==> config.mk <==
export PLATFORM = sky130hd
export DESIGN_NAME = sampler_12bit_code_decoder_unit
export DESIGN_NICKNAME = d
export VERILOG_FILES = /design/src/rtl/scd_pkg.sv /design/src/rtl/scd_mul.sv /design/src/rtl/sampler_12bit_code_decoder_unit.sv
export SDC_FILE = /design/constraint.sdc
export NUM_CORES = 2
export LEC_CHECK = 0
export ABC_CLOCK_PERIOD_IN_PS = 13660
export BUFFER_PORTS_ARGS = -buffer_cell sky130_fd_sc_hd__buf_4
export CORE_MARGIN = 3
export CORE_UTILIZATION = 50
export CTS_BUF_LIST = sky130_fd_sc_hd__clkbuf_2 sky130_fd_sc_hd__clkbuf_4 sky130_fd_sc_hd__clkbuf_8
export DETAILED_ROUTE_END_ITERATION = 10
export PLACE_DENSITY = 0.66
export SLEW_MARGIN = 5
export SYNTH_ARGS = -nofsm -noshare
export SYNTH_HDL_FRONTEND = slang
export SYNTH_SLANG_ARGS = --single-unit
==> constraint.sdc <==
create_clock -name clock -period 13.66 [get_ports clock]
set_input_delay 2.732 -clock clock [delete_from_list [all_inputs] [get_ports clock]]
set_output_delay 2.732 -clock clock [all_outputs]
set_load 0.02 [all_outputs]
==> src/rtl/scd_pkg.sv <==
// Shared types and constants for the 12-bit sample code decoder.
`timescale 1ns / 1ps

package scd_pkg;

   // Q20 coefficients of the recursive filter
   localparam int unsigned COEF_WIDTH     = 21;
   localparam int unsigned COEF_FRAC_BITS = 20;
   localparam logic [COEF_WIDTH-1:0] COEF_FEEDBACK = 21'd647719;
   localparam logic [COEF_WIDTH-1:0] COEF_CUR_MIX  = 21'd374536;
   localparam logic [COEF_WIDTH-1:0] COEF_PREV_MIX = 21'd25693;

   localparam int unsigned WORD_WIDTH = 32;
   localparam int unsigned PROD_WIDTH = WORD_WIDTH + COEF_WIDTH;

   localparam int unsigned CODE_WIDTH = 12;
   localparam int unsigned PCM_WIDTH  = 16;

   // Output clipping and scaling constants
   localparam logic signed [WORD_WIDTH-1:0] CLIP_HI_LIMIT = 32'sd32767;
   localparam logic signed [WORD_WIDTH-1:0] CLIP_LO_LIMIT = -32'sd32767;
   localparam logic signed [PCM_WIDTH-1:0]  PCM_POS_SAT   = 16'sd32766;
   localparam logic signed [PCM_WIDTH-1:0]  PCM_NEG_SAT   = -16'sd32766;
   localparam int unsigned SCALE_SHIFT = 7;   // times 128
   localparam int unsigned DIV_SHIFT   = 15;  // divisor is 2^15 - 1
   localparam logic [DIV_SHIFT:0] DIVISOR = 16'd32767;
   localparam int unsigned MAG_WIDTH   = 30;  // |mix| * 128 in the unclipped range

   typedef enum logic [1:0] {
      COEF_SEL_FEEDBACK,
      COEF_SEL_CUR_MIX,
      COEF_SEL_PREV_MIX
   } coef_sel_type;

   typedef enum logic [2:0] {
      ST_IDLE,
      ST_MUL_FB,
      ST_MUL_PREV,
      ST_MUL_CUR,
      ST_MIX,
      ST_EXPAND,
      ST_CLIP,
      ST_DIVIDE
   } state_type;

endpackage

==> src/rtl/scd_mul.sv <==
// Shared registered multiplier: signed word times a selected Q20 coefficient.
`timescale 1ns / 1ps

module scd_mul
   import scd_pkg::*;
(
   input  logic                          clock,
   input  logic                          mul_en,
   input  logic        [WORD_WIDTH-1:0]  operand,
   input  coef_sel_type                  coef_sel,
   output logic        [WORD_WIDTH-1:0]  scaled     // floor(operand * coef / 2^20), wrapped
);

   logic        [COEF_WIDTH-1:0] coef;
   logic signed [WORD_WIDTH-1:0] operand_s;
   logic signed [COEF_WIDTH:0]   coef_s;
   logic signed [PROD_WIDTH:0]   prod_in;
   logic signed [PROD_WIDTH:0]   prod_ff;

   always_comb begin
      unique case (coef_sel)
         COEF_SEL_FEEDBACK: coef = COEF_FEEDBACK;
         COEF_SEL_CUR_MIX:  coef = COEF_CUR_MIX;
         COEF_SEL_PREV_MIX: coef = COEF_PREV_MIX;
         default:           coef = COEF_FEEDBACK;
      endcase
   end

   assign operand_s = signed'(operand);
   assign coef_s    = signed'({1'b0, coef});
   assign prod_in   = operand_s * coef_s;

   // Hold the product between uses
   always_ff @(posedge clock) begin
      if (mul_en) begin
         prod_ff <= prod_in;
      end
   end

   assign scaled = prod_ff[COEF_FRAC_BITS +: WORD_WIDTH];

endmodule

==> src/rtl/sampler_12bit_code_decoder_unit.sv <==
// Top level of the 12-bit sample code decoder: sequencer, history and output clip.
//
//  channel  | ports             | tdata / tuser contents
//  ---------+-------------------+--------------------------------------------
//  request  | req_tvalid/tready | tdata[11:0] sample_code, tuser restart_history
//  response | rsp_tvalid/tready | tdata[15:0] pcm_sample (signed)
//
// A request occupies the block until its result is loaded. The result is loaded
// after three passes through the one shared multiplier (feedback, previous-mix
// and current-mix coefficients), then mix, expand, clip and a constant divide.
// The next request is taken in the cycle after the load. The multiplier is the
// only arithmetic unit reused.
// Reset clears the history, the sequencer and the response valid flag.
// A result not yet taken holds the sequencer in its last step; the next
// request is accepted as soon as the result has moved to the output register.
`timescale 1ns / 1ps

module sampler_12bit_code_decoder_unit
   import scd_pkg::*;
(
   input  logic        clock,
   input  logic        reset,

   input  logic        req_tvalid,
   output logic        req_tready,
   input  logic [15:0] req_tdata,   // [11:0] sample_code, [15:12] zero
   input  logic        req_tuser,   // [0] restart_history

   output logic        rsp_tvalid,
   input  logic        rsp_tready,
   output logic [15:0] rsp_tdata    // [15:0] pcm_sample
);

   state_type state_ff, state_in;

   logic [WORD_WIDTH-1:0] history_ff;
   logic [WORD_WIDTH-1:0] old_ff;
   logic [CODE_WIDTH-1:0] code_ff;
   logic [WORD_WIDTH-1:0] acc_ff;
   logic [WORD_WIDTH-1:0] mixed_ff;
   logic                  sat_hi_ff, sat_lo_ff, neg_ff;
   logic [MAG_WIDTH-1:0]  mag_ff;
   logic                  rsp_valid_ff;
   logic [PCM_WIDTH-1:0]  rsp_data_ff;

   // Sequencer outputs
   logic                  req_accept;
   logic                  rsp_load;
   logic                  mul_en;
   logic [WORD_WIDTH-1:0] mul_operand;
   coef_sel_type          coef_sel;
   logic [WORD_WIDTH-1:0] mul_scaled;

   // Datapath
   logic [WORD_WIDTH-1:0]        contrib;
   logic [WORD_WIDTH-1:0]        new_hist;
   logic [WORD_WIDTH-1:0]        expand_e;
   logic [WORD_WIDTH-1:0]        expanded;
   logic signed [WORD_WIDTH-1:0] coarse;
   logic [WORD_WIDTH-1:0]        mag_full;
   logic [DIV_SHIFT-1:0]         q_est;
   logic [DIV_SHIFT:0]           remainder;
   logic [DIV_SHIFT:0]           quotient;
   logic [PCM_WIDTH-1:0]         pcm_value;

   assign req_tready = (state_ff == ST_IDLE);
   assign req_accept = req_tvalid && req_tready;
   assign rsp_tvalid = rsp_valid_ff;
   assign rsp_tdata  = rsp_data_ff;

   // Next state
   always_comb begin
      state_in = state_ff;
      unique case (state_ff)
         ST_IDLE:     if (req_tvalid) state_in = ST_MUL_FB;
         ST_MUL_FB:   state_in = ST_MUL_PREV;
         ST_MUL_PREV: state_in = ST_MUL_CUR;
         ST_MUL_CUR:  state_in = ST_MIX;
         ST_MIX:      state_in = ST_EXPAND;
         ST_EXPAND:   state_in = ST_CLIP;
         ST_CLIP:     state_in = ST_DIVIDE;
         ST_DIVIDE:   if (!rsp_valid_ff || rsp_tready) state_in = ST_IDLE;
         default:     state_in = ST_IDLE;
      endcase
   end

   // Sequencer outputs: multiplier schedule and result load
   always_comb begin
      mul_en      = 1'b0;
      mul_operand = old_ff;
      coef_sel    = COEF_SEL_FEEDBACK;
      rsp_load    = 1'b0;
      unique case (state_ff)
         ST_MUL_FB: begin
            mul_en   = 1'b1;
            coef_sel = COEF_SEL_FEEDBACK;
         end
         ST_MUL_PREV: begin
            mul_en   = 1'b1;
            coef_sel = COEF_SEL_PREV_MIX;
         end
         ST_MUL_CUR: begin
            mul_en      = 1'b1;
            mul_operand = history_ff;
            coef_sel    = COEF_SEL_CUR_MIX;
         end
         ST_DIVIDE: begin
            rsp_load = !rsp_valid_ff || rsp_tready;
         end
         default: begin
            mul_en = 1'b0;
         end
      endcase
   end

   scd_mul u_mul (
      .clock    (clock),
      .mul_en   (mul_en),
      .operand  (mul_operand),
      .coef_sel (coef_sel),
      .scaled   (mul_scaled)
   );

   // Sign-extended code in bits 23:12 over the low half of the old history, floor-shifted by 8
   assign contrib  = {{8{code_ff[CODE_WIDTH-1]}}, code_ff, 4'b0000, old_ff[15:8]};
   assign new_hist = contrib + mul_scaled;

   // Expand the mix by 1 + 1/8 + 1/16 with floor shifts
   assign expand_e = {{3{mixed_ff[WORD_WIDTH-1]}}, mixed_ff[WORD_WIDTH-1:3]};
   assign expanded = mixed_ff + expand_e + {expand_e[WORD_WIDTH-1], expand_e[WORD_WIDTH-1:1]};

   // Clip test on the coarse level, magnitude for the scaled path
   assign coarse   = signed'({{8{mixed_ff[WORD_WIDTH-1]}}, mixed_ff[WORD_WIDTH-1:8]});
   assign mag_full = mixed_ff[WORD_WIDTH-1] ? (~mixed_ff + 32'd1) : mixed_ff;

   // Divide by 2^15 - 1: estimate by shift, fix up by one compare
   assign q_est     = mag_ff[MAG_WIDTH-1 -: DIV_SHIFT];
   assign remainder = {1'b0, mag_ff[DIV_SHIFT-1:0]} + {1'b0, q_est};
   assign quotient  = (remainder >= DIVISOR) ? ({1'b0, q_est} + 16'd1) : {1'b0, q_est};

   always_comb begin
      priority if (sat_hi_ff) begin
         pcm_value = PCM_POS_SAT;
      end else if (sat_lo_ff) begin
         pcm_value = PCM_NEG_SAT;
      end else if (neg_ff) begin
         pcm_value = ~quotient + 16'd1;
      end else begin
         pcm_value = quotient;
      end
   end

   // Control registers
   always_ff @(posedge clock) begin
      if (reset) begin
         state_ff     <= ST_IDLE;
         history_ff   <= '0;
         rsp_valid_ff <= 1'b0;
      end else begin
         state_ff <= state_in;
         if (state_ff == ST_MUL_PREV) begin
            history_ff <= new_hist;
         end else if (req_accept && req_tuser) begin
            history_ff <= '0;
         end
         if (rsp_load) begin
            rsp_valid_ff <= 1'b1;
         end else if (rsp_tready) begin
            rsp_valid_ff <= 1'b0;
         end
      end
   end

   // Payload registers
   always_ff @(posedge clock) begin
      if (req_accept) begin
         code_ff <= req_tdata[CODE_WIDTH-1:0];
         old_ff  <= req_tuser ? '0 : history_ff;
      end
      if (state_ff == ST_MUL_CUR) begin
         acc_ff <= mul_scaled;   // previous-mix term
      end
      if (state_ff == ST_MIX) begin
         mixed_ff <= mul_scaled + acc_ff;
      end else if (state_ff == ST_EXPAND) begin
         mixed_ff <= expanded;
      end
      if (state_ff == ST_CLIP) begin
         sat_hi_ff <= (coarse >= CLIP_HI_LIMIT);
         sat_lo_ff <= (coarse <= CLIP_LO_LIMIT);
         neg_ff    <= mixed_ff[WORD_WIDTH-1];
         mag_ff    <= {mag_full[MAG_WIDTH-SCALE_SHIFT-1:0], {SCALE_SHIFT{1'b0}}};
      end
      if (rsp_load) begin
         rsp_data_ff <= pcm_value;
      end
   end

endmodule
# After elaboration in Yosys (flattened, before gate mapping)
# Cells that the tools add are included.
# W data, S select, Z words.
[classes] mux=18 add_sub_neg=8 n_lt_le_gt_ge=3 mul=1 n_reduce_logical=11 bitwise_logic=2 eq_ne=11
[ops] op="$mux W32" count=5
[ops] op="$add A32 B32 Y32" count=4
[ops] op="$mul A32 B21 Y52" count=1
[ops] op="$mux W16" count=3
[ops] op="$pmux W20 S2" count=1
[ops] op="$ge A24 B16 Y1 const B" count=1
[ops] op="$le A24 B16 Y1 const B" count=1
[ops] op="$pmux W3 S8" count=1
[ops] op="$add A23 B1 Y23 const B" count=1
[ops] op="$mux W23" count=1
[ops] op="$not A23 Y23" count=1
[ops] op="$add A15 B1 Y16 const B" count=1
[ops] op="$add A15 B15 Y16" count=1
[ops] op="$add A16 B1 Y16 const B" count=1
[ops] op="$ge A16 B15 Y1 const B" count=1
[ops] op="$not A16 Y16" count=1
[ops] op="$eq A3 B3 Y1 const B" count=4
[ops] op="$eq A3 B2 Y1 const B" count=2
[ops] op="$mux W3" count=2
[ops] op="$reduce_bool A2 Y1" count=3
[ops] op="$mux W1" count=4
[ops] op="$ne A2 B2 Y1 const B" count=2
[ops] op="$pmux W2 S2" count=1
[ops] op="$eq A3 B1 Y1 const B" count=1
[ops] op="other kinds (9)" count=10
[totals] in_bits=21 regBits=238

# Depth between registers and ports, before layout
[depth] depth_word=7 depth_mapped=34 mapped_depth_nobuf=31

# Modules after synthesis
# From an unflattened synthesis, not the netlist that was laid out.
[unflattened] hier_cells=3199 area_unflattened_um2=32568.7
[modules_own_cells] module="scd_mul" area_each_um2=19207.2 seq_area_each_um2=960.9 n_inst=1 cells_each=1827
[modules_own_cells] module="sampler_12bit_code_decoder_unit" area_each_um2=13361.6 seq_area_each_um2=5225.0 n_inst=1 cells_each=1372

# Worst setup path after synthesis
# OpenSTA, ideal clock, no wires.
[synth_timing] path_kind="register to register" from="register state_ff[2]" to="register u_mul.prod_ff[46] (data pin)" synth_period_minus_slack_ns=9.013 path_stages_with_launch=28 path_buffers=5 arrival_time_ns=8.756 setup_time_ns=0.258 setup_slack_ns=4.647 cell_sequence="dfxtp_1 -> nand3b_1 -> buf_2 -> buf_1 -> buf_1 -> ha_1 -> clkbuf_1 -> clkbuf_1 -> nor2_1 -> inv_1 -> fa_1 -> inv_1 -> fa_1 -> fa_1 -> fa_1 -> fa_1 -> fa_1 -> fa_1 -> ha_1 -> a21o_1 -> a21o_1 -> a21o_1 -> o21bai_1 -> o211ai_1 -> a21oi_1 -> a21o_1 -> a21oi_1 -> xnor2_1"
[synth_between] elab_chain_cells=5 elab_cells_between_ends=8 cone_classes="1 x mul; 4 x eq/ne; 3 x mux"
[synth_lines] element="start: declaration" line_no="sampler_12bit_code_decoder_unit.sv:34" source="state_type state_ff, state_in;"
[synth_lines] element="start signal: assignment" line_no="sampler_12bit_code_decoder_unit.sv:160" source="state_ff <= state_in;"
[synth_lines] element="$eq A3 B2 Y1" line_no="sampler_12bit_code_decoder_unit.sv:93" source="unique case (state_ff)"
[synth_lines] element="$pmux W2 S2" line_no="sampler_12bit_code_decoder_unit.sv:93"
[synth_lines] element="$eq A2 B2 Y1 / $eq A2 B1 Y1 (equally long branches)" line_no="scd_mul.sv:21" source="unique case (coef_sel)"
[synth_lines] element="$pmux W20 S2" line_no="scd_mul.sv:21"
[synth_lines] element="$mul A32 B21 Y52 *" line_no="scd_mul.sv:31" source="assign prod_in = operand_s * coef_s;"
[synth_lines] element="net u_mul.prod_in[46]" line_no="scd_mul.sv:17" source="logic signed [PROD_WIDTH:0] prod_in;"
[synth_lines] element="end signal: assignment" line_no="scd_mul.sv:36" source="prod_ff <= prod_in;"
[synth_lines] element="end: declaration" line_no="scd_mul.sv:18" source="logic signed [PROD_WIDTH:0] prod_ff;"
# The timed path passes the listed nets; every way through them passes the cells marked *.
# A chain may end at the register's enable or synchronous reset.

# Worst setup path after layout
[layout_timing] from="register state_ff[2]" to="register u_mul.prod_ff[34] (data pin)"
# Same word-level chain as after synthesis.

==> qor.csv <==
stage;metric;value;unit
logic_synthesis;Post-Syn Area per Cell;10.2;µm²
clock_network;hold buffer count at cts;0;
logic_synthesis;register area share after synthesis;19.1;%
die;Initial Utilization;51.0;%
clock_network;clk buf depth;3;
sta;Final Critical Period;9380;ps
setup_path;maximum net fanout on the critical path;38;
logic_synthesis;area of the mapped netlist;32400;µm²
clock_network;post-CTS resize count;0;
sta;RSZ-0062 raised after global routing;false;
drt;Post-DRT Antenna Nets;0;
logic_synthesis;ys async rst share;0;%
placed_design;GPL Wtd Cong;0.945;
global_routing;global-route wire length before repair;129000;µm
layout;multi-input gate area in the final layout;23400;µm²
drt;1st-pass router iterations;5;
clock_network;H-tree levels;2;
clock_network;Clk Latency, worst-skew pair;560;ps
sta;period utilization;68.7;%
placed_design;HPWL Detailed;69000;µm
layout;Area growth, synth to finish;5.98;%
die;Horiz. Die Dim;261;µm
drt;wirelength, routed;79900;µm
die;placement row count;92;
drt;DR vias;22300;
sta;fmax;107;MHz
logic_synthesis;Netlist cell types;71;
clock_network;postcts setup bufs;0;
setup_path;Worst setup SP type;flip-flop;
logic_synthesis;Mapped Nets;4079;
worst_hold_path;HP Class;reg2reg;
sta;Final Max Slew Viols;0;
setup_path;kind of critical path;reg2reg;
clock_network;CTS tree;yes;
sta;endpoints failing setup;0;
global_routing;gr ovfl total;0;
drt;WL per Instance;19.6;µm
global_routing;largest net degree at the start of global routing;67;
layout;final net count;4102;
logic_synthesis;Synth area leaders;fa_1 (34%), edfxtp_1 (17%), ha_1 (13%), inv_1 (8.0%), xnor2_1 (3.4%);
setup_path;Critical Path RT;13960;ps
drt;Initial DRC Count;1133;
clock_network;Worst-path clk slew;60;ps
clock_network;CTS buffer count;35;
global_routing;initial antenna violation count;0;
layout;Layout fillers;5613;
logic_synthesis;Synth Warn #;0;
die;Core Region;63500;µm²
setup_path;CP arrival;9680;ps
sta;Final Hold Fails;0;
logic_synthesis;top cells by count, synth;inv_1 (694), fa_1 (546), ha_1 (330), nor2_1 (183), edfxtp_1 (182);
placed_design;DP Worst Slack;4450;ps
drt;vias per cell;5.48;
clock_network;Clock Sinks;218;
logic_synthesis;Yosys top cell area share;33.7;%
sta;slew at the pin closest to its max-slew limit;1150;ps
die;# IOs;39;
sta;final worst setup slack;4280;ps
global_routing;vias in the first global route;24400;
setup_path;Setup crit end kind;flip-flop;
job;max-cap violation count;0;
drt;DRC Markers;0;
die;Die Area;67900;µm²
sta;total negative slack;0;ps
global_routing;gr usage total;24.3;%
die;Die Y;261;µm
layout;antenna fix cells;0;
logic_synthesis;cells after synthesis;3182;
logic_synthesis;largest area contributor in the netlist;fa_1;
logic_synthesis;Post-synth EDFFs;182;
status;outcome;finished clean;
logic_synthesis;main flop type after synthesis;edfxtp_1;
sta;Slew headroom;23.0;%
placed_design;PortBufs;34;
logic_synthesis;FF+latch count, synth;218;
layout;proportion of layout cells with a drive suffix above 1;5.17;%
layout;Register Area;6190;µm²
sta;Clock Skews;26.2;ps
logic_synthesis;top-count cell post-synth;inv_1;
clock_network;Root Buffer Master;clkbuf_8;
[registers in the layout (all words and copies together) (netlist names)]
register,cells
state_ff,3
old_ff,32
acc_ff,32
sat_lo_ff,1
neg_ff,1
mixed_ff,32
rsp_tvalid,1
code_ff,12
rsp_tdata,16
u_mul.prod_ff,32
mag_ff,23
history_ff,32
sat_hi_ff,1
[worst paths after layout]
path / end / from / slack, ps / cells past startpoint
max: u_mul.prod_ff[34]$_DFFE_PP_ / state_ff[2]$_SDFFE_PP0P_ / 4280 / 26
min: mag_ff[7]$_DFFE_PP_ / mixed_ff[0]$_DFFE_PP_ / 480 / 0
max reg2reg: u_mul.prod_ff[34]$_DFFE_PP_ / state_ff[2]$_SDFFE_PP0P_ / 4280 / 26
min reg2reg: mag_ff[7]$_DFFE_PP_ / mixed_ff[0]$_DFFE_PP_ / 480 / 0
[critical path, stage by stage, from the launching register on]
cell and delay (ps):
dfxtp_1 540, nand3b_1 160, buf_4 510, mux2i_1 920, nor2_1 370, fa_1 510
fa_1 550, inv_1 50, fa_1 520, inv_1 70, fa_1 500, inv_1 60
fa_1 530, inv_1 50, fa_1 500, fa_1 420, ha_1 300, a21o_1 180
a21o_1 160, a221oi_1 420, and3_1 290, a211oi_1 200, a221oi_1 540, o21ai_0 310
o21a_1 260, nor2_1 110, xnor2_1 80
[stage by stage]
stage          hold WS (ps)  area (µm²)  instances  utilization (%)
2_1_floorplan           443       32400       3182                -
6_report                485       34300       4076             54.0
5_1_grt                 516       34300       4076             54.0
3_3_place_gp            469       33600       4014             52.9
3_5_place_dp            468       33600       4014             52.9
4_1_cts                 486       34300       4076             54.0
[cells in the final DEF, fill, tap and decap left out, types with 6 or more instances in the layout]
| cell type | netlist | routed |
|---|---|---|
| nand3_1 | 31 | 31 |
| edfxtp_1 | 182 | 182 |
| nand2b_1 | 63 | 63 |
| or3_1 | 7 | 7 |
| buf_4 | 0 | 48 |
| a22oi_1 | 20 | 20 |
| fa_1 | 546 | 546 |
| o21ai_0 | 84 | 84 |
| o21a_1 | 18 | 18 |
| nand2_1 | 103 | 103 |
| clkbuf_4 | 0 | 8 |
| a211oi_1 | 17 | 17 |
| a31oi_1 | 11 | 11 |
| a21o_1 | 63 | 63 |
| clkinv_1 | 1 | 6 |
| nor2b_1 | 104 | 103 |
| nor4_1 | 10 | 10 |
| o31ai_1 | 16 | 16 |
| or2_2 | 42 | 42 |
| ha_1 | 330 | 328 |
| o21bai_1 | 18 | 18 |
| and2_1 | 13 | 12 |
| a22o_1 | 11 | 11 |
| xor2_1 | 50 | 50 |
| and3_1 | 16 | 16 |
| a2111oi_0 | 8 | 8 |
| xnor2_1 | 127 | 127 |
| nand4_1 | 21 | 21 |
| nor2_1 | 183 | 182 |
| inv_1 | 694 | 694 |
| dfxtp_1 | 36 | 36 |
| mux2i_1 | 39 | 39 |
| nor3_1 | 34 | 34 |
| clkbuf_8 | 0 | 39 |
| o211ai_1 | 9 | 9 |
| a31o_2 | 6 | 6 |
| a21oi_1 | 137 | 137 |
[layout make-up]
| class | instances | area share (%) |
|---|---|---|
| flip-flops and latches | 218 | 18.0 |
| well taps | 846 | 3.08 |
| multi-input cells | 2207 | 68.1 |
| inverters | 695 | 7.60 |
| clock buffers | 47 | 1.74 |
| clock inverters | 15 | 0.445 |
| repair buffers | 48 | 1.05 |
[routing by layer]
metal | track usage (%) | wire, µm | vias to the layer above
li1 | - | - | 10300
met1 | 31.7 | 33800 | 11200
met2 | 41.7 | 38600 | 628
met3 | 4.22 | 5030 | 134
met4 | 6.91 | 2410 | 0
met5 | 0 | 0 | -
[logic make-up (layout without fill, tap and decap cells)]
kind of cell	Yosys count	after routing	share of synthesized area [%]
and+or+nand+nor	648	648	10.2
xor gates and xnor gates	177	177	4.79
AOI/OAI and AO/OA	466	466	9.39
DFF	218	218	19.1
muxes	40	40	1.24
buffers and inverters	757	805	8.80
adders and majority gates	876	876	46.5
Power is left out: the tool's default activity adds up to more than one toggle a clock period on the data nets, which glitch-free logic cannot reach.
